--- src/hw/rtl/ttyle_pkg.sv ---
// shared types, codes and constants of the tty line discipline echo unit
package ttyle_pkg;

   localparam int BUF_DEPTH_DEF = 64;

   localparam int Q_DEPTH = 4;
   localparam int Q_PTR_W = $clog2(Q_DEPTH);
   localparam int Q_CNT_W = $clog2(Q_DEPTH + 1);

   // request types on req_tuser
   localparam logic [1:0] REQ_RECV = 2'd0;
   localparam logic [1:0] REQ_READ = 2'd1;
   localparam logic [1:0] REQ_SEND = 2'd2;

   // result kinds on rsp_tuser
   localparam logic [1:0] KIND_TX       = 2'd0;
   localparam logic [1:0] KIND_DATA     = 2'd1;
   localparam logic [1:0] KIND_NOTREADY = 2'd2;

   localparam logic [7:0] CHR_NUL    = 8'h00;
   localparam logic [7:0] CHR_BS     = 8'h08;
   localparam logic [7:0] CHR_LF     = 8'h0A;
   localparam logic [7:0] CHR_CR     = 8'h0D;
   localparam logic [7:0] CHR_FS     = 8'h1C;
   localparam logic [7:0] CHR_SP     = 8'h20;
   localparam logic [7:0] CHR_ZERO   = 8'h30;
   localparam logic [7:0] CHR_BSLASH = 8'h5C;
   localparam logic [7:0] CHR_CARET  = 8'h5E;
   localparam logic [7:0] CHR_DEL    = 8'h7F;
   localparam logic [7:0] CTRL_OFS   = 8'h40;

   typedef enum logic [2:0] {
      OP_STORE      = 3'd0,
      OP_ECHO_STORE = 3'd1,
      OP_SEND       = 3'd2,
      OP_ERASE      = 3'd3,
      OP_READ       = 3'd4
   } op_type;

   typedef struct packed {
      op_type     op;
      logic [7:0] chr;
      logic [7:0] e0;
      logic [7:0] e1;
      logic       two;
   } cmd_type;

endpackage

--- src/hw/rtl/ttyle_front.sv ---
// front end: accepts requests, maps echo characters, holds the echo enable register
module ttyle_front (
   input  logic               clock,
   input  logic               reset,
   input  logic               req_tvalid,
   output logic               req_tready,
   input  logic [7:0]         req_tdata,   // data_byte
   input  logic [1:0]         req_tuser,   // req_type
   input  logic               csr_valid,
   output logic               csr_ready,
   input  logic               csr_data,    // echo_enable
   output logic               cmd_valid,
   input  logic               cmd_ready,
   output ttyle_pkg::cmd_type cmd
);
   import ttyle_pkg::*;

   logic    echo_ff, echo_in;
   logic    fr_valid_ff, fr_valid_in;
   cmd_type fr_cmd_ff, fr_cmd_in;
   logic    accept;
   logic    known;
   logic [7:0] chr;

   assign csr_ready  = 1'b1;
   assign req_tready = !fr_valid_ff || cmd_ready;
   assign accept     = req_tvalid && req_tready;
   assign cmd_valid  = fr_valid_ff;
   assign cmd        = fr_cmd_ff;

   always_comb begin
      echo_in = echo_ff;
      if (csr_valid && csr_ready) begin
         echo_in = csr_data;
      end
   end

   always_comb begin
      chr = req_tdata;
      if (req_tuser == REQ_RECV && req_tdata == CHR_CR) begin
         chr = CHR_LF;
      end
      known         = 1'b1;
      fr_cmd_in     = fr_cmd_ff;
      fr_cmd_in.chr = chr;
      fr_cmd_in.e0  = chr;
      fr_cmd_in.e1  = chr;
      fr_cmd_in.two = 1'b0;
      fr_cmd_in.op  = OP_SEND;
      unique case (req_tuser)
         REQ_RECV: begin
            if (!echo_ff) begin
               fr_cmd_in.op = OP_STORE;
            end else if (chr == CHR_BS || chr == CHR_DEL) begin
               fr_cmd_in.op = OP_ERASE;
            end else begin
               fr_cmd_in.op = OP_ECHO_STORE;
               priority if (chr == CHR_LF) begin
                  fr_cmd_in.e0  = CHR_CR;
                  fr_cmd_in.e1  = CHR_LF;
                  fr_cmd_in.two = 1'b1;
               end else if (chr == CHR_NUL) begin
                  fr_cmd_in.e0  = CHR_CARET;
                  fr_cmd_in.e1  = CHR_ZERO;
                  fr_cmd_in.two = 1'b1;
               end else if (chr == CHR_FS) begin
                  fr_cmd_in.e0  = CHR_CARET;
                  fr_cmd_in.e1  = CHR_BSLASH;
                  fr_cmd_in.two = 1'b1;
               end else if (chr < CHR_SP) begin
                  fr_cmd_in.e0  = CHR_CARET;
                  fr_cmd_in.e1  = chr + CTRL_OFS;
                  fr_cmd_in.two = 1'b1;
               end else begin
                  fr_cmd_in.two = 1'b0;
               end
            end
         end
         REQ_READ: begin
            fr_cmd_in.op = OP_READ;
         end
         REQ_SEND: begin
            fr_cmd_in.op = OP_SEND;
            if (chr == CHR_LF) begin
               fr_cmd_in.e0  = CHR_CR;
               fr_cmd_in.e1  = CHR_LF;
               fr_cmd_in.two = 1'b1;
            end
         end
         default: begin
            known = 1'b0;
         end
      endcase
   end

   always_comb begin
      if (accept) begin
         fr_valid_in = known;
      end else begin
         fr_valid_in = fr_valid_ff && !cmd_ready;
      end
   end

   always_ff @(posedge clock) begin
      if (reset) begin
         echo_ff     <= 1'b1;
         fr_valid_ff <= 1'b0;
      end else begin
         echo_ff     <= echo_in;
         fr_valid_ff <= fr_valid_in;
      end
   end

   always_ff @(posedge clock) begin
      if (accept) begin
         fr_cmd_ff <= fr_cmd_in;
      end
   end

endmodule

--- src/hw/rtl/ttyle_cmd_fifo.sv ---
// short command queue between front end and back end
module ttyle_cmd_fifo (
   input  logic               clock,
   input  logic               reset,
   input  logic               push_valid,
   output logic               push_ready,
   input  ttyle_pkg::cmd_type push_cmd,
   output logic               pop_valid,
   input  logic               pop_ready,
   output ttyle_pkg::cmd_type pop_cmd
);
   import ttyle_pkg::*;

   cmd_type              slot_ff [Q_DEPTH];
   logic [Q_PTR_W-1:0]   wr_ptr_ff, wr_ptr_in;
   logic [Q_PTR_W-1:0]   rd_ptr_ff, rd_ptr_in;
   logic [Q_CNT_W-1:0]   cnt_ff, cnt_in;
   logic                 do_push, do_pop;

   assign push_ready = cnt_ff != Q_CNT_W'(Q_DEPTH);
   assign pop_valid  = cnt_ff != '0;
   assign pop_cmd    = slot_ff[rd_ptr_ff];
   assign do_push    = push_valid && push_ready;
   assign do_pop     = pop_valid && pop_ready;

   always_comb begin
      wr_ptr_in = do_push ? wr_ptr_ff + 1'b1 : wr_ptr_ff;
      rd_ptr_in = do_pop ? rd_ptr_ff + 1'b1 : rd_ptr_ff;
      cnt_in    = cnt_ff;
      if (do_push && !do_pop) begin
         cnt_in = cnt_ff + 1'b1;
      end else if (do_pop && !do_push) begin
         cnt_in = cnt_ff - 1'b1;
      end
   end

   always_ff @(posedge clock) begin
      if (reset) begin
         wr_ptr_ff <= '0;
         rd_ptr_ff <= '0;
         cnt_ff    <= '0;
      end else begin
         wr_ptr_ff <= wr_ptr_in;
         rd_ptr_ff <= rd_ptr_in;
         cnt_ff    <= cnt_in;
      end
   end

   always_ff @(posedge clock) begin
      if (do_push) begin
         slot_ff[wr_ptr_ff] <= push_cmd;
      end
   end

endmodule

--- src/hw/rtl/ttyle_back.sv ---
// back end: line buffer, pointers and counts, result sequencing and output register
module ttyle_back #(
   parameter int BUF_DEPTH = ttyle_pkg::BUF_DEPTH_DEF
) (
   input  logic               clock,
   input  logic               reset,
   input  logic               cmd_valid,
   output logic               cmd_ready,
   input  ttyle_pkg::cmd_type cmd,
   output logic               rsp_tvalid,
   input  logic               rsp_tready,
   output logic [7:0]         rsp_tdata,   // out_byte
   output logic [1:0]         rsp_tuser,   // out_kind
   output logic               rsp_tlast
);
   import ttyle_pkg::*;

   localparam int PTR_W = $clog2(BUF_DEPTH);
   localparam int CNT_W = $clog2(BUF_DEPTH + 1);

   localparam logic [1:0] SQ_PAIR   = 2'd0;
   localparam logic [1:0] SQ_ERASE3 = 2'd1;
   localparam logic [1:0] SQ_ERASE6 = 2'd2;

   typedef enum logic [2:0] {
      ST_IDLE = 3'b001,
      ST_LOOK = 3'b010,
      ST_EMIT = 3'b100
   } state_type;

   logic [7:0]       mem [BUF_DEPTH];
   logic [7:0]       rdata_ff;
   logic             wr_en, rd_en;
   logic [PTR_W-1:0] rd_addr;

   state_type        st_ff, st_in;
   logic [PTR_W-1:0] wp_ff, wp_in, rp_ff, rp_in, wp_next, wp_prev, rp_next;
   logic [CNT_W-1:0] fill_ff, fill_in, nl_ff, nl_in;
   logic             lk_read_ff, lk_read_in;

   logic [1:0]       sq_kind_ff, sq_kind_in;
   logic [1:0]       sq_mode_ff, sq_mode_in;
   logic [7:0]       sq_b0_ff, sq_b0_in, sq_b1_ff, sq_b1_in;
   logic [2:0]       sq_cnt_ff, sq_cnt_in, sq_idx_ff, sq_idx_in;

   logic             rsp_valid_ff, rsp_valid_in;
   logic [7:0]       rsp_byte_ff, rsp_byte_in;
   logic [1:0]       rsp_kind_ff, rsp_kind_in;
   logic             rsp_last_ff, rsp_last_in;

   logic             out_free, seq_last;
   logic [7:0]       seq_byte;

   assign cmd_ready  = st_ff == ST_IDLE;
   assign rsp_tvalid = rsp_valid_ff;
   assign rsp_tdata  = rsp_byte_ff;
   assign rsp_tuser  = rsp_kind_ff;
   assign rsp_tlast  = rsp_last_ff;
   assign out_free   = !rsp_valid_ff || rsp_tready;

   assign wp_next = (wp_ff == PTR_W'(BUF_DEPTH - 1)) ? '0 : wp_ff + 1'b1;
   assign wp_prev = (wp_ff == '0) ? PTR_W'(BUF_DEPTH - 1) : wp_ff - 1'b1;
   assign rp_next = (rp_ff == PTR_W'(BUF_DEPTH - 1)) ? '0 : rp_ff + 1'b1;

   assign seq_last = sq_idx_ff == sq_cnt_ff - 3'd1;

   always_comb begin
      unique case (sq_mode_ff)
         SQ_ERASE3: seq_byte = (sq_idx_ff == 3'd1) ? CHR_SP : CHR_BS;
         SQ_ERASE6: seq_byte = (sq_idx_ff == 3'd2 || sq_idx_ff == 3'd3) ? CHR_SP : CHR_BS;
         default:   seq_byte = (sq_idx_ff == 3'd0) ? sq_b0_ff : sq_b1_ff;
      endcase
   end

   always_comb begin
      st_in        = st_ff;
      wp_in        = wp_ff;
      rp_in        = rp_ff;
      fill_in      = fill_ff;
      nl_in        = nl_ff;
      lk_read_in   = lk_read_ff;
      sq_kind_in   = sq_kind_ff;
      sq_mode_in   = sq_mode_ff;
      sq_b0_in     = sq_b0_ff;
      sq_b1_in     = sq_b1_ff;
      sq_cnt_in    = sq_cnt_ff;
      sq_idx_in    = sq_idx_ff;
      rsp_valid_in = rsp_valid_ff && !rsp_tready;
      rsp_byte_in  = rsp_byte_ff;
      rsp_kind_in  = rsp_kind_ff;
      rsp_last_in  = rsp_last_ff;
      wr_en        = 1'b0;
      rd_en        = 1'b0;
      rd_addr      = rp_ff;

      unique case (st_ff)
         ST_IDLE: begin
            if (cmd_valid) begin
               if ((cmd.op == OP_STORE || cmd.op == OP_ECHO_STORE)
                   && fill_ff != CNT_W'(BUF_DEPTH)) begin
                  wr_en   = 1'b1;
                  wp_in   = wp_next;
                  fill_in = fill_ff + 1'b1;
                  if (cmd.chr == CHR_LF) begin
                     nl_in = nl_ff + 1'b1;
                  end
               end
               unique case (cmd.op)
                  OP_ECHO_STORE, OP_SEND: begin
                     sq_kind_in = KIND_TX;
                     sq_mode_in = SQ_PAIR;
                     sq_b0_in   = cmd.e0;
                     sq_b1_in   = cmd.e1;
                     sq_cnt_in  = cmd.two ? 3'd2 : 3'd1;
                     sq_idx_in  = '0;
                     st_in      = ST_EMIT;
                  end
                  OP_ERASE: begin
                     if (fill_ff != '0) begin
                        rd_en      = 1'b1;
                        rd_addr    = wp_prev;
                        lk_read_in = 1'b0;
                        st_in      = ST_LOOK;
                     end
                  end
                  OP_READ: begin
                     if (nl_ff != '0 && fill_ff != '0) begin
                        rd_en      = 1'b1;
                        rd_addr    = rp_ff;
                        lk_read_in = 1'b1;
                        st_in      = ST_LOOK;
                     end else begin
                        sq_kind_in = KIND_NOTREADY;
                        sq_mode_in = SQ_PAIR;
                        sq_b0_in   = CHR_NUL;
                        sq_cnt_in  = 3'd1;
                        sq_idx_in  = '0;
                        st_in      = ST_EMIT;
                     end
                  end
                  default: ;
               endcase
            end
         end
         ST_LOOK: begin
            if (lk_read_ff) begin
               rp_in   = rp_next;
               fill_in = fill_ff - 1'b1;
               if (rdata_ff == CHR_LF) begin
                  nl_in = nl_ff - 1'b1;
               end
               sq_kind_in = KIND_DATA;
               sq_mode_in = SQ_PAIR;
               sq_b0_in   = rdata_ff;
               sq_cnt_in  = 3'd1;
               sq_idx_in  = '0;
               st_in      = ST_EMIT;
            end else if (rdata_ff == CHR_LF) begin
               // completed line stays put
               st_in = ST_IDLE;
            end else begin
               wp_in      = wp_prev;
               fill_in    = fill_ff - 1'b1;
               sq_kind_in = KIND_TX;
               sq_mode_in = (rdata_ff < CHR_SP) ? SQ_ERASE6 : SQ_ERASE3;
               sq_cnt_in  = (rdata_ff < CHR_SP) ? 3'd6 : 3'd3;
               sq_idx_in  = '0;
               st_in      = ST_EMIT;
            end
         end
         ST_EMIT: begin
            if (out_free) begin
               rsp_valid_in = 1'b1;
               rsp_byte_in  = seq_byte;
               rsp_kind_in  = sq_kind_ff;
               rsp_last_in  = seq_last;
               sq_idx_in    = sq_idx_ff + 3'd1;
               if (seq_last) begin
                  st_in = ST_IDLE;
               end
            end
         end
         default: begin
            st_in = ST_IDLE;
         end
      endcase
   end

   always_ff @(posedge clock) begin
      if (reset) begin
         st_ff        <= ST_IDLE;
         wp_ff        <= '0;
         rp_ff        <= '0;
         fill_ff      <= '0;
         nl_ff        <= '0;
         rsp_valid_ff <= 1'b0;
      end else begin
         st_ff        <= st_in;
         wp_ff        <= wp_in;
         rp_ff        <= rp_in;
         fill_ff      <= fill_in;
         nl_ff        <= nl_in;
         rsp_valid_ff <= rsp_valid_in;
      end
   end

   always_ff @(posedge clock) begin
      lk_read_ff  <= lk_read_in;
      sq_kind_ff  <= sq_kind_in;
      sq_mode_ff  <= sq_mode_in;
      sq_b0_ff    <= sq_b0_in;
      sq_b1_ff    <= sq_b1_in;
      sq_cnt_ff   <= sq_cnt_in;
      sq_idx_ff   <= sq_idx_in;
      rsp_byte_ff <= rsp_byte_in;
      rsp_kind_ff <= rsp_kind_in;
      rsp_last_ff <= rsp_last_in;
   end

   always_ff @(posedge clock) begin
      if (wr_en) begin
         mem[wp_ff] <= cmd.chr;
      end
   end

   always_ff @(posedge clock) begin
      if (rd_en) begin
         rdata_ff <= mem[rd_addr];
      end
   end

   a_fill_bound: assert property (@(posedge clock) disable iff (reset)
      fill_ff <= CNT_W'(BUF_DEPTH))
      else $error("fill count above buffer depth");

   a_nl_le_fill: assert property (@(posedge clock) disable iff (reset)
      nl_ff <= fill_ff)
      else $error("more line ends than buffered bytes");

   a_no_write_full: assert property (@(posedge clock) disable iff (reset)
      wr_en |-> fill_ff != CNT_W'(BUF_DEPTH))
      else $error("buffer write while full");

   a_look_once: assert property (@(posedge clock) disable iff (reset)
      st_ff == ST_LOOK |=> st_ff != ST_LOOK)
      else $error("buffer lookup held for more than one cycle");

   a_idx_range: assert property (@(posedge clock) disable iff (reset)
      st_ff == ST_EMIT |-> (sq_idx_ff < sq_cnt_ff))
      else $error("result index past sequence length");

endmodule

--- src/hw/rtl/tty_line_discipline_echo_unit.sv ---
// top level: tty line discipline with echo, line editing and line-gated reads
// an echoed or transmitted byte passes the front end register, the command queue, the
//   back end sequencer and the output register; a read or backspace also passes a
//   lookup state for the line buffer read port; the sequencer gives one result per
//   cycle while the output is not stalled and takes a new item only when idle
// reset clears pointers, counts and queues and sets echo on; buffer contents are not cleared
module tty_line_discipline_echo_unit #(
   parameter int BUF_DEPTH = ttyle_pkg::BUF_DEPTH_DEF
) (
   input  logic       clock,
   input  logic       reset,
   input  logic       req_tvalid,
   output logic       req_tready,
   input  logic [7:0] req_tdata,   // data_byte
   input  logic [1:0] req_tuser,   // req_type
   output logic       rsp_tvalid,
   input  logic       rsp_tready,
   output logic [7:0] rsp_tdata,   // out_byte
   output logic [1:0] rsp_tuser,   // out_kind
   output logic       rsp_tlast,
   input  logic       csr_valid,
   output logic       csr_ready,
   input  logic       csr_data     // echo_enable
);
   import ttyle_pkg::*;

   logic    fr_valid, fr_ready;
   cmd_type fr_cmd;
   logic    bk_valid, bk_ready;
   cmd_type bk_cmd;

   ttyle_front u_front (
      .clock      (clock),
      .reset      (reset),
      .req_tvalid (req_tvalid),
      .req_tready (req_tready),
      .req_tdata  (req_tdata),
      .req_tuser  (req_tuser),
      .csr_valid  (csr_valid),
      .csr_ready  (csr_ready),
      .csr_data   (csr_data),
      .cmd_valid  (fr_valid),
      .cmd_ready  (fr_ready),
      .cmd        (fr_cmd)
   );

   ttyle_cmd_fifo u_fifo (
      .clock      (clock),
      .reset      (reset),
      .push_valid (fr_valid),
      .push_ready (fr_ready),
      .push_cmd   (fr_cmd),
      .pop_valid  (bk_valid),
      .pop_ready  (bk_ready),
      .pop_cmd    (bk_cmd)
   );

   ttyle_back #(
      .BUF_DEPTH (BUF_DEPTH)
   ) u_back (
      .clock      (clock),
      .reset      (reset),
      .cmd_valid  (bk_valid),
      .cmd_ready  (bk_ready),
      .cmd        (bk_cmd),
      .rsp_tvalid (rsp_tvalid),
      .rsp_tready (rsp_tready),
      .rsp_tdata  (rsp_tdata),
      .rsp_tuser  (rsp_tuser),
      .rsp_tlast  (rsp_tlast)
   );

endmodule
--- config.mk ---
export PLATFORM = sky130hd
export DESIGN_NAME = tty_line_discipline_echo_unit
export DESIGN_NICKNAME = d
export VERILOG_FILES = /design/src/hw/rtl/ttyle_pkg.sv /design/src/hw/rtl/ttyle_front.sv /design/src/hw/rtl/ttyle_cmd_fifo.sv /design/src/hw/rtl/ttyle_back.sv /design/src/hw/rtl/tty_line_discipline_echo_unit.sv
export SDC_FILE = /design/constraint.sdc
export NUM_CORES = 1
export LEC_CHECK = 0
export ABC_AREA = 1
export BUFFER_PORTS_ARGS = -buffer_cell sky130_fd_sc_hd__buf_2
export CORE_MARGIN = 5
export CORE_UTILIZATION = 57
export DETAILED_ROUTE_END_ITERATION = 10
export MAX_ROUTING_LAYER = met4
export PLACE_DENSITY = 0.76
export SETUP_SLACK_MARGIN = 0.15
export SYNTH_ARGS = -nofsm -noshare
export SYNTH_HDL_FRONTEND = slang
export SYNTH_SLANG_ARGS = --single-unit
export TNS_END_PERCENT = 1
--- constraint.sdc ---
create_clock -name clock -period 4 [get_ports clock]
set_clock_uncertainty 0.2 [all_clocks]
set_input_delay 0.8 -clock clock [delete_from_list [all_inputs] [get_ports clock]]
set_output_delay 0.8 -clock clock [all_outputs]
set_load 0.02 [all_outputs]
---- Word level (Yosys, flattened, before mapping) ----
Memory sizes are Yosys's and may differ from the RTL's. A register that Yosys moved wholly into a read port is not among the register bits.
Cells that the tools add are included.
operators by class
  divide/modulo/power cells ............... 0
  add/sub/neg operators ................... 14
  shift operators ......................... 0
  $lt $le $gt $ge ......................... 2
  mux-type cells .......................... 105
  reductions and logical operators ........ 46
  bitwise logic cells ..................... 0
  multiply operators ...................... 0
  equality and inequality tests ........... 42
operator list
  kind                                                                  number
  17-bit two-way mux                                                    6
  6-bit two-way mux                                                     13
  7-bit two-way mux                                                     9
  3-bit two-way mux                                                     20
  8-bit case mux with 2 select lines                                    3
  8-bit by 4-bit == test with 1-bit output, second input constant       5
  8-bit two-way mux                                                     5
  17-bit case mux with 2 select lines                                   1
  7-bit case mux with 2 select lines                                    2
  3-bit case mux with 3 select lines                                    3
  2-bit two-way mux                                                     13
  5-bit AND reduction                                                   5
  3-bit case mux with 2 select lines                                    4
  1-bit two-way mux                                                     18
  2-bit by 1-bit != test with 1-bit output, second input constant       9
  8-bit by 6-bit < comparator with 1-bit output, second input constant  2
  16-bit two-way mux                                                    1
  2-bit case mux with 2 select lines                                    4
  3-bit by 2-bit == test with 1-bit output, second input constant       5
  7-bit by 1-bit adder with 7-bit output, second input constant         2
  7-bit nonzero test                                                    2
  7-bit by 1-bit subtractor with 7-bit output, second input constant    2
  6-bit by 1-bit adder with 6-bit output, second input constant         2
  6-bit == test, second input constant                                  2
  other kinds (35)                                                      71
word-level totals
  bits in registers ....................... 105
  output and inout bits ................... 14
  memories kept ........................... 2
  logic and storage cells ................. 237
  ROM bits ................................ 0
  bits in writable memories ............... 624
  bits in latches ......................... 0
  bits of input ports ..................... 16
memory list
  name            words  width  rd ports  clocked after memory_dff  write ports  RTL line              source
  u_back.mem      64     8      1         1                         1            ttyle_back.sv:31      logic [7:0] mem [BUF_DEPTH];
  u_fifo.slot_ff  4      28     1         1                         1            ttyle_cmd_fifo.sv:14  cmd_type slot_ff [Q_DEPTH];

---- Longest topological paths before layout ----
Gate-level depths: netlist (run 1).
  depth after elaboration ................. 11
  mapped depth ............................ 21
  depth with buffers taken out ............ 17

---- Cells and area by module ----
A second synthesis (run 1) with hierarchy kept.
second synthesis, totals
  cell total of the unflattened synthesis .. 3,161
  area total of the unflattened synthesis .. 32,800.2 µm²
modules (own cells, without submodules)
  module          sequential area each (µm²)  cells each  area each (µm²)  instances
  ttyle_back      17,326.6                    2,693       26,800.7         1
  ttyle_cmd_fifo  3,543.4                     339         4,633.2          1
  ttyle_front     850.8                       129         1,366.3          1

---- Worst setup path before layout (run 1) ----
OpenSTA, ideal clock, no wires.
  kind .................................... register to register
  from .................................... register with a tool-made name
  to ...................................... register u_back.nl_ff[6]
  clock period less this slack ............ 4.004 ns
  library setup time ...................... 0.119 ns
  data arrival time ....................... 3.685 ns
  data required time ...................... 3.681 ns
  path buffers ............................ 3
  setup slack ............................. -0.004 ns
  cell stages (with the launch flop) ...... 12
  cells stage by stage .................... dfxtp_1 > buf_4 > buf_4 > buf_4 > nor2_1 > o22ai_1 > nand4_1 > o21ai_0 > nor3b_1 > nand3_1 > o21ai_0 > a21oi_1
RTL lines
  what                  RTL line           source
  to (signal assigned)  ttyle_back.sv:202  nl_ff <= nl_in;
  to (decl)             ttyle_back.sv:38   logic [CNT_W-1:0] fill_ff, fill_in, nl_ff, nl_in;

---- Final worst setup path (run 1) ----
  from .................................... register u_back.st_ff[1]
  to ...................................... register u_back.rdata_ff[3] (read register of u_back.mem), data pin
between the ends
  longest elaborated chain between the ends .. 2
  elaborated cells between the ends (all ways) .. 3
  classes of those cells .................. eq/ne: 1; mux: 2
ends and longest elaborated chain
  what                                                           RTL line           source
  from (decl)                                                    ttyle_back.sv:36   state_type st_ff, st_in;
  from (signal assigned)                                         ttyle_back.sv:198  st_ff <= st_in;
  3-bit by 1-bit == test with 1-bit output *                     ttyle_back.sv:96   unique case (st_ff)
  6-bit two-way mux / 1-bit two-way mux (equally long branches)  ttyle_back.sv:96
  to (decl)                                                      ttyle_back.sv:32   logic [7:0] rdata_ff;
Mark *: on every way between the ends. The rest lies on a longest branch, timed or not.
A chain may end at the register's enable or synchronous reset.

==> impl_metrics.csv, run 1 <==
group,metric,value,unit
synthesis,synth_top_family_by_area,"simple AND/OR/NAND/NOR gates",
finish,regArea,21600,µm²
worst_setup_path,start_kind,"flop",
worst_setup_path,cp.arrival,3.88,ns
worst_setup_path,critPathCapture,"u_back.rdata_ff[3]",
worst_setup_path,worstPathCellList,"inv_1 > nand3_1 > nor2_4 > nand4_2 > nand2_1 > nand2_4 > buf_4 > nand3_1 > nand3_1 > nand3_1 > nand3_1 > nand3_1 > nand2_1",
sta,report.final.slew_viol_count,0,
synthesis,synthSimpleGateAreaFrac,21.8,%
finish,multi_input_area,8870,µm²
synthesis,synth_cells,2995,
worst_setup_path,reg2reg_depth,13,
route,drt-total-wl,82100,µm
synthesis,synth.top_cell.area_share,63.7,%
synthesis,synth_warnings,0,
sta,min_period_over_period,92.7,%
global_routing,first_global_vias,22414,
route,vias_per_cell,5.99,
floorplanning,core,56500,µm²
floorplanning,dieArea,62100,µm²
floorplanning,floorplan.initialDensity,57.7,%
worst_setup_path,crit_start,"u_back.st_ff[1]",
route,drc_errors,0,
synthesis,syn_area_per_cell,10.9,µm²
cts,hold_buffers,0,
synthesis,syn_nets,3042,
power,p_int,15100,µW
power,clkPwrFrac,29.8,%
route,wl_per_cell,21.5,µm
sta,fmax,0.270,GHz
finish,nFillCells,4174,
cts,numCtsBuffers,77,
synthesis,async_reset_ff_share,0,%
placement,portBuffers,28,
synthesis,synth_cell_types,48,
cts,cts_root_buffer,"clkbuf_16",
route,drtAntennaViolNets,0,
worst_setup_path,rrSetupSlack,0.29,ns
synthesis,synth_area,32600,µm²
worst_hold_path,min_from,"csr_valid",
power,p_per_area,634,nW/µm²
sta,final.min_clock_period,3.71,ns
finish,n_antenna_cell,0,
finish,nNetsFinal,3045,
worst_setup_path,slowest_stage,"nor2_4",
sta,setup_viol,0,
floorplanning,die_h,249,µm
floorplanning,rows,87,
cts,cts_tree,"built",
placement,place.gp.congestion,0.939,
route,dr.pass1.iters,6,
finish,finalNonFillerCells,3816,
power,p_total,22900,µW
route,first_iter_violations,2925,
placement,preCtsSetupSlack,0.355,ns
placement,dpl.cell_count,3674,
floorplanning,io_pins,30,
global_routing,grt_usage,26.6,%
sta,worstMarginPinSlew,1.10,ns
synthesis,ys_ff_latch,733,
floorplanning,die_w,249,µm
global_routing,antenna_found_initial,0,
global_routing,grt_overflow,0,
route,via_count,22855,
cts,clock_latency,0.63,ns
run_status,outcome,"finished, final reports clean",
power,p_leak,0.0138,µW
synthesis,synth-edff-count,692,
worst_setup_path,path_max_fanout,27,
synthesis,synth-main-ff-cell,"edfxtp_1",
worst_setup_path,r2r_start,"u_back.st_ff[1]",
power,swShare,33.7,%
worst_setup_path,cp_common_cell,"nand3_1",
worst_hold_path,hold_path.class,"in -> reg",
synthesis,synth_area_leaders,"edfxtp_1 64%, nand3_1 8.5%, nand2_1 5.8%",
run,maxCapViolCount,0,
worst_setup_path,cpPeakStageDelay,0.38,ns
cts,cts_buffer_depth,3,
synthesis,synth_most_common_cell,"edfxtp_1",
sta,fin_setup_tns,0,ns
power,p_seq_share,44.1,%
sta,slew_headroom,26.9,%
power,vdd_drop_max,484,µV
synthesis,synth-compound-area-share,3.45,%
synthesis,yosysSeqAreaShare,66.2,%
synthesis,synth_fa_ha_area_share,1.26,%
synthesis,synthTopCellsByCount,"692 x edfxtp_1, 556 x nand3_1, 502 x nand2_1",
placement,dp_hpwl,49500,µm
global_routing,grt_pass1_wl,127000,µm
sta,rsz0062_at_grt,"no",
synthesis,synth.area.mux_share,0,%
synthesis,synth_top_cell_by_area,"edfxtp_1",
cts,path_clk_slew,0.06,ns
global_routing,grt_max_degree,128,
sta,hold_viol,0,
worst_setup_path,crit_type,"reg -> reg",
synthesis,synth_xor_area_share,0.349,%
worst_setup_path,r2r_end,"u_back.rdata_ff[3]",
cts,clock-sinks,733,
finish,drive_above_1_share,8.01,%
cts,htree_levels,3,
power,power_frac_comb,26.0,%
power,p_sw,7700,µW
worst_setup_path,cp-end-kind,"flop",
finish,syn_to_final_growth,10.5,%
worst_setup_path,worstPathRequired,4.17,ns
sta,setup_ws,0.291,ns
-- timing repair --
item                       in CTS  in global routing
setup endpoints to repair       0                  7
hold endpoints to repair        0                  0
gates resized for setup         0                  1
buffers inserted                0                  0
-- per-layer routing --
layer | vias to the layer above | wire length (µm) | GRT usage [%]
met5 | - | 0 | -
met4 | 0 | 3610 | 10.8
met3 | 250 | 7750 | 4.18
met2 | 1326 | 39100 | 41.9
met1 | 10932 | 31600 | 35.1
li1 | 10347 | - | -
-- flip-flops by register name, indices dropped and copies added, names as in the netlist, 7 cells and up, named ones only --
register          flops
u_back.rdata_ff       8
u_back.fill_ff        7
u_back.sq_b1_ff       8
u_back.sq_b0_ff       8
u_front.cmd          27
u_back.mem          512
u_fifo.slot_ff      108
u_back.nl_ff          7
u_back.rsp_tdata      8
-- layout by cell type (no fill, tap or decap), drive strengths merged, types with 41 or more instances in the layout --
cell type  count
edfxtp       692
nor2         177
dfxtp         41
nand3b       187
clkbuf        94
inv          363
a21oi         56
buf           95
nand3        558
nand2        507
o21ai        107
-- power by group through the flow --
stage / clock [µW] / combinational [µW] / sequential (µW)
CTS: 6910 / 5870 / 10100
finish: 6820 / 5950 / 10100
detailed placement: 0 / 5810 / 10200
global placement: 0 / 5650 / 10200
floorplan: 0 / 3650 / 10200
global route: 7250 / 6440 / 10100
-- how the worst min path moves through the flow --
stage,end,slack [ns],cells after the start
after floorplan,u_back.rsp_tuser[0],0.20,0
after global routing,u_front.echo_ff,0.18,2
after CTS,u_front.echo_ff,0.12,2
final,u_front.echo_ff,0.17,2
after detailed placement,u_back.rsp_tuser[1],0.21,0
after global placement,u_back.rsp_tuser[1],0.20,0
-- metrics by stage --
| step | hold WS (ns) | utilization [%] | cell area (µm²) |
|---|---|---|---|
| after floorplan | 0.200 | - | 32600 |
| after global placement | 0.204 | 59.5 | 33600 |
| after detailed placement | 0.211 | 59.5 | 33600 |
| after CTS | 0.125 | 63.8 | 36000 |
| after global routing | 0.175 | 63.8 | 36000 |
| final | 0.166 | 63.8 | 36000 |
-- final cells by class --
class	instances	share of cell area [%]
Sequential cell	733	60.0
Multi-Input combinational cell	1730	24.6
Clock buffer	94	5.58
Inverter	361	3.77
Tap cell	756	2.63
Timing Repair Buffer	95	2.38
Clock inverter	47	1.08
-- critical path: cells and delay by family (launching register included) --
| kind | cells | cell delay, ns |
|---|---|---|
| buf+inv | 2 | 0.44 |
| flops | 1 | 0.31 |
| simple gates | 11 | 2.48 |
-- logic make-up after synthesis --
logic type	Yosys count
XOR/XNOR	13
other	1
AO/OA/AOI/OAI	206
buffers and inverters	533
AND/OR/NAND/NOR	1478
adder cells (fa/ha/maj)	31
flip-flops	733
Power figures use the tool's default switching activity.
==> inputs of run 2 (changes only) <==
--- a/config.mk
+++ b/config.mk
@@ -9,7 +9,9 @@
 export BUFFER_PORTS_ARGS = -buffer_cell sky130_fd_sc_hd__buf_2
+export CELL_PAD_IN_SITES_DETAIL_PLACEMENT = 1
+export CELL_PAD_IN_SITES_GLOBAL_PLACEMENT = 1
 export CORE_MARGIN = 5
-export CORE_UTILIZATION = 57
+export CORE_UTILIZATION = 46
 export DETAILED_ROUTE_END_ITERATION = 10
 export MAX_ROUTING_LAYER = met4
-export PLACE_DENSITY = 0.76
+export PLACE_DENSITY_LB_ADDON = 0.1
 export SETUP_SLACK_MARGIN = 0.15
==> constraint.sdc (replaced) <==
create_clock -name clock -period 4 [get_ports clock]
set_clock_uncertainty 0.2 [all_clocks]
set_input_delay 0.2 -clock clock [delete_from_list [all_inputs] [get_ports clock]]
set_output_delay 0.2 -clock clock [all_outputs]
set_load 0.02 [all_outputs]
==> run 2 against run 1 <==
Against the previous run:
- combinational power rose by 5.4%
- largest power group unchanged
- critical endpoint is now u_back.mem[50][3]
- largest cell class unchanged
- critical path depth decreased by 6
- sequential power barely moved
- design area grew 1.4%
- power grew 1.7%
- global-route usage down 1.8 points
- cell count up 5.6%
==> impl_metrics.csv, run 2 (synthesis results as in run 1) <==
group,metric,value,unit
run_status,outcome,"finished, final reports clean",
finish,layout_commonest_cell,"edfxtp_1",
worst_setup_path,crit_type,"reg -> reg",
placement,preCtsSetupSlack,0.122,ns
placement,portBuffers,28,
cts,cts_root_buffer,"clkbuf_16",
floorplanning,floorplan.initialDensity,46.5,%
global_routing,grt_overflow,0,
worst_setup_path,worstPathRequired,4.06,ns
finish,drive_above_1_share,8.38,%
cts,htree_levels,3,
route,wl_per_cell,23.2,µm
sta,report.final.slew_viol_count,0,
cts,cts_tree,"built",
finish,n_antenna_cell,0,
placement,place.gp.congestion,0.888,
sta,fin_setup_tns,0,ns
worst_setup_path,r2r_end,"u_back.mem[50][3]",
cts,clock_latency,0.64,ns
sta,rsz0062_at_grt,"no",
global_routing,first_global_vias,23793,
sta,hold_viol,0,
sta,setup_ws,0.418,ns
sta,slew_headroom,30.9,%
cts,path_clk_slew,0.06,ns
route,vias_per_cell,5.60,
finish,nNetsFinal,3081,
global_routing,grt_usage,24.8,%
sta,fmax,0.279,GHz
worst_hold_path,hold_end,"u_front.cmd[20]",
cts,numCtsBuffers,80,
floorplanning,dieArea,76300,µm²
route,drt-total-wl,93600,µm
worst_hold_path,min_from,"req_tdata[3]",
global_routing,grt_pass1_wl,144000,µm
route,via_count,22553,
worst_hold_path,hold_depth,2,
run,maxCapViolCount,0,
route,first_iter_violations,1746,
finish,regMostFlops,"u_back.mem",
placement,dp_hpwl,58300,µm
worst_setup_path,r2r_start,"u_back.st_ff[1]",
finish,final_cell_mix,"692 x edfxtp_1, 556 x nand3_1, 500 x nand2_1",
worst_setup_path,reg2reg_depth,7,
global_routing,grt_max_degree,118,
power,p_leak,0.0139,µW
worst_hold_path,hold_path.class,"in -> reg",
floorplanning,die_h,276,µm
sta,min_period_over_period,89.6,%
cts,clock-sinks,733,
floorplanning,die_w,276,µm
power,p_per_area,636,nW/µm²
floorplanning,core,70100,µm²
power,vdd_drop_max,349,µV
worst_setup_path,path_max_fanout,11,
finish,largest_reg_flops,512,
sta,setup_viol,0,
route,dr.pass1.iters,5,
route,drc_errors,0,
sta,final.min_clock_period,3.58,ns
finish,syn_to_final_growth,12.1,%
worst_setup_path,cp.arrival,3.64,ns
cts,cts_buffer_depth,3,
global_routing,antenna_found_initial,0,
worst_setup_path,start_kind,"flop",
worst_setup_path,cp-end-kind,"flop",
worst_setup_path,rrSetupSlack,0.42,ns
floorplanning,io_pins,30,
floorplanning,rows,97,
route,drtAntennaViolNets,0,
finish,nFillCells,7474,
sta,worstMarginPinSlew,1.03,ns
run 2: changes by cell type in the layout (fill, tap and decap cells not counted), moves of 2 or more:
cell and change:
bufinv_16 -2, clkbuf_1 +4, clkbuf_8 +2, clkbuf_16 +3
clkinv_1 -8, buf_4 +13, clkinv_2 +2, inv_2 -4
dlygate4sd3_1 +19
run 2: per-stage QoR:
step / std cells / util (%) / cell area (µm²) / power (µW) / hold WS (ns)
3_3_place_gp: 3870 / 48.4 / 33900 / 16200 / 0.196
6_report: 4029 / 52.1 / 36600 / 23200 / 0.120
5_1_grt: 4029 / 52.1 / 36600 / 24300 / 0.127
3_5_place_dp: 3870 / 48.4 / 33900 / 16500 / 0.214
2_1_floorplan: 2995 / - / 32600 / 13800 / 0.0785
4_1_cts: 4029 / 52.1 / 36600 / 23400 / 0.0841
run 2: power breakdown:
group / leakage [µW] / internal [µW] / switching (µW)
clock: 0.00118 / 3890 / 2990
sequential: 0.00660 / 9830 / 255
combinational: 0.00614 / 1500 / 4770
run 2: how the worst max path moves through the flow:
stage                               start                  to  slack [ns]  cells past startpoint
after detailed placement  u_back.wp_ff[0]  u_back.rdata_ff[0]        0.12                     15
final                     u_back.st_ff[1]   u_back.mem[50][3]        0.42                      7
after floorplan                      flop     u_back.nl_ff[6]        0.87                     11
after global routing      u_back.st_ff[1]   u_back.mem[20][4]        0.16                      7
after CTS                 u_back.wp_ff[0]  u_back.rdata_ff[0]        0.20                     15
after global placement    u_back.wp_ff[0]  u_back.rdata_ff[0]        0.29                     15
run 2: metal layers:
| metal | GRT usage (%) | vias up | wire (µm) |
|---|---|---|---|
| met5 | - | - | 0 |
| met4 | 6.27 | 0 | 2040 |
| met3 | 2.97 | 121 | 4250 |
| met2 | 41.6 | 542 | 46600 |
| met1 | 32.5 | 11483 | 40700 |
| li1 | - | 10407 | - |
run 2: what timing repair did:
item                                    CTS  global route
endpoints found under the hold margin    51             0
pin swaps                                 2             0
endpoints found under the setup margin    5             8
buffers inserted                          1             0
cloned                                    2             0
hold buffers                             19             0
resized for setup                         0             2
run 2: worst max-delay path, stage by stage (launching register included):
cell	delay, ns
dfxtp_1	0.31
inv_1	0.08
nand3_1	0.26
nor2_4	0.35
inv_1	0.15
nor2_2	0.53
nand4_1	0.56
nor2_1	0.77
run 2: layout make-up:
| class | count | area, µm² | area share, % |
|---|---|---|---|
| Inverter | 361 | 1360 | 3.73 |
| Clock buffer | 103 | 2130 | 5.83 |
| Sequential cell | 733 | 21600 | 59.1 |
| Tap cell | 940 | 1180 | 3.22 |
| Multi-Input combinational cell | 1731 | 8880 | 24.3 |
| Timing Repair Buffer | 127 | 1140 | 3.13 |
| Clock inverter | 34 | 259 | 0.709 |
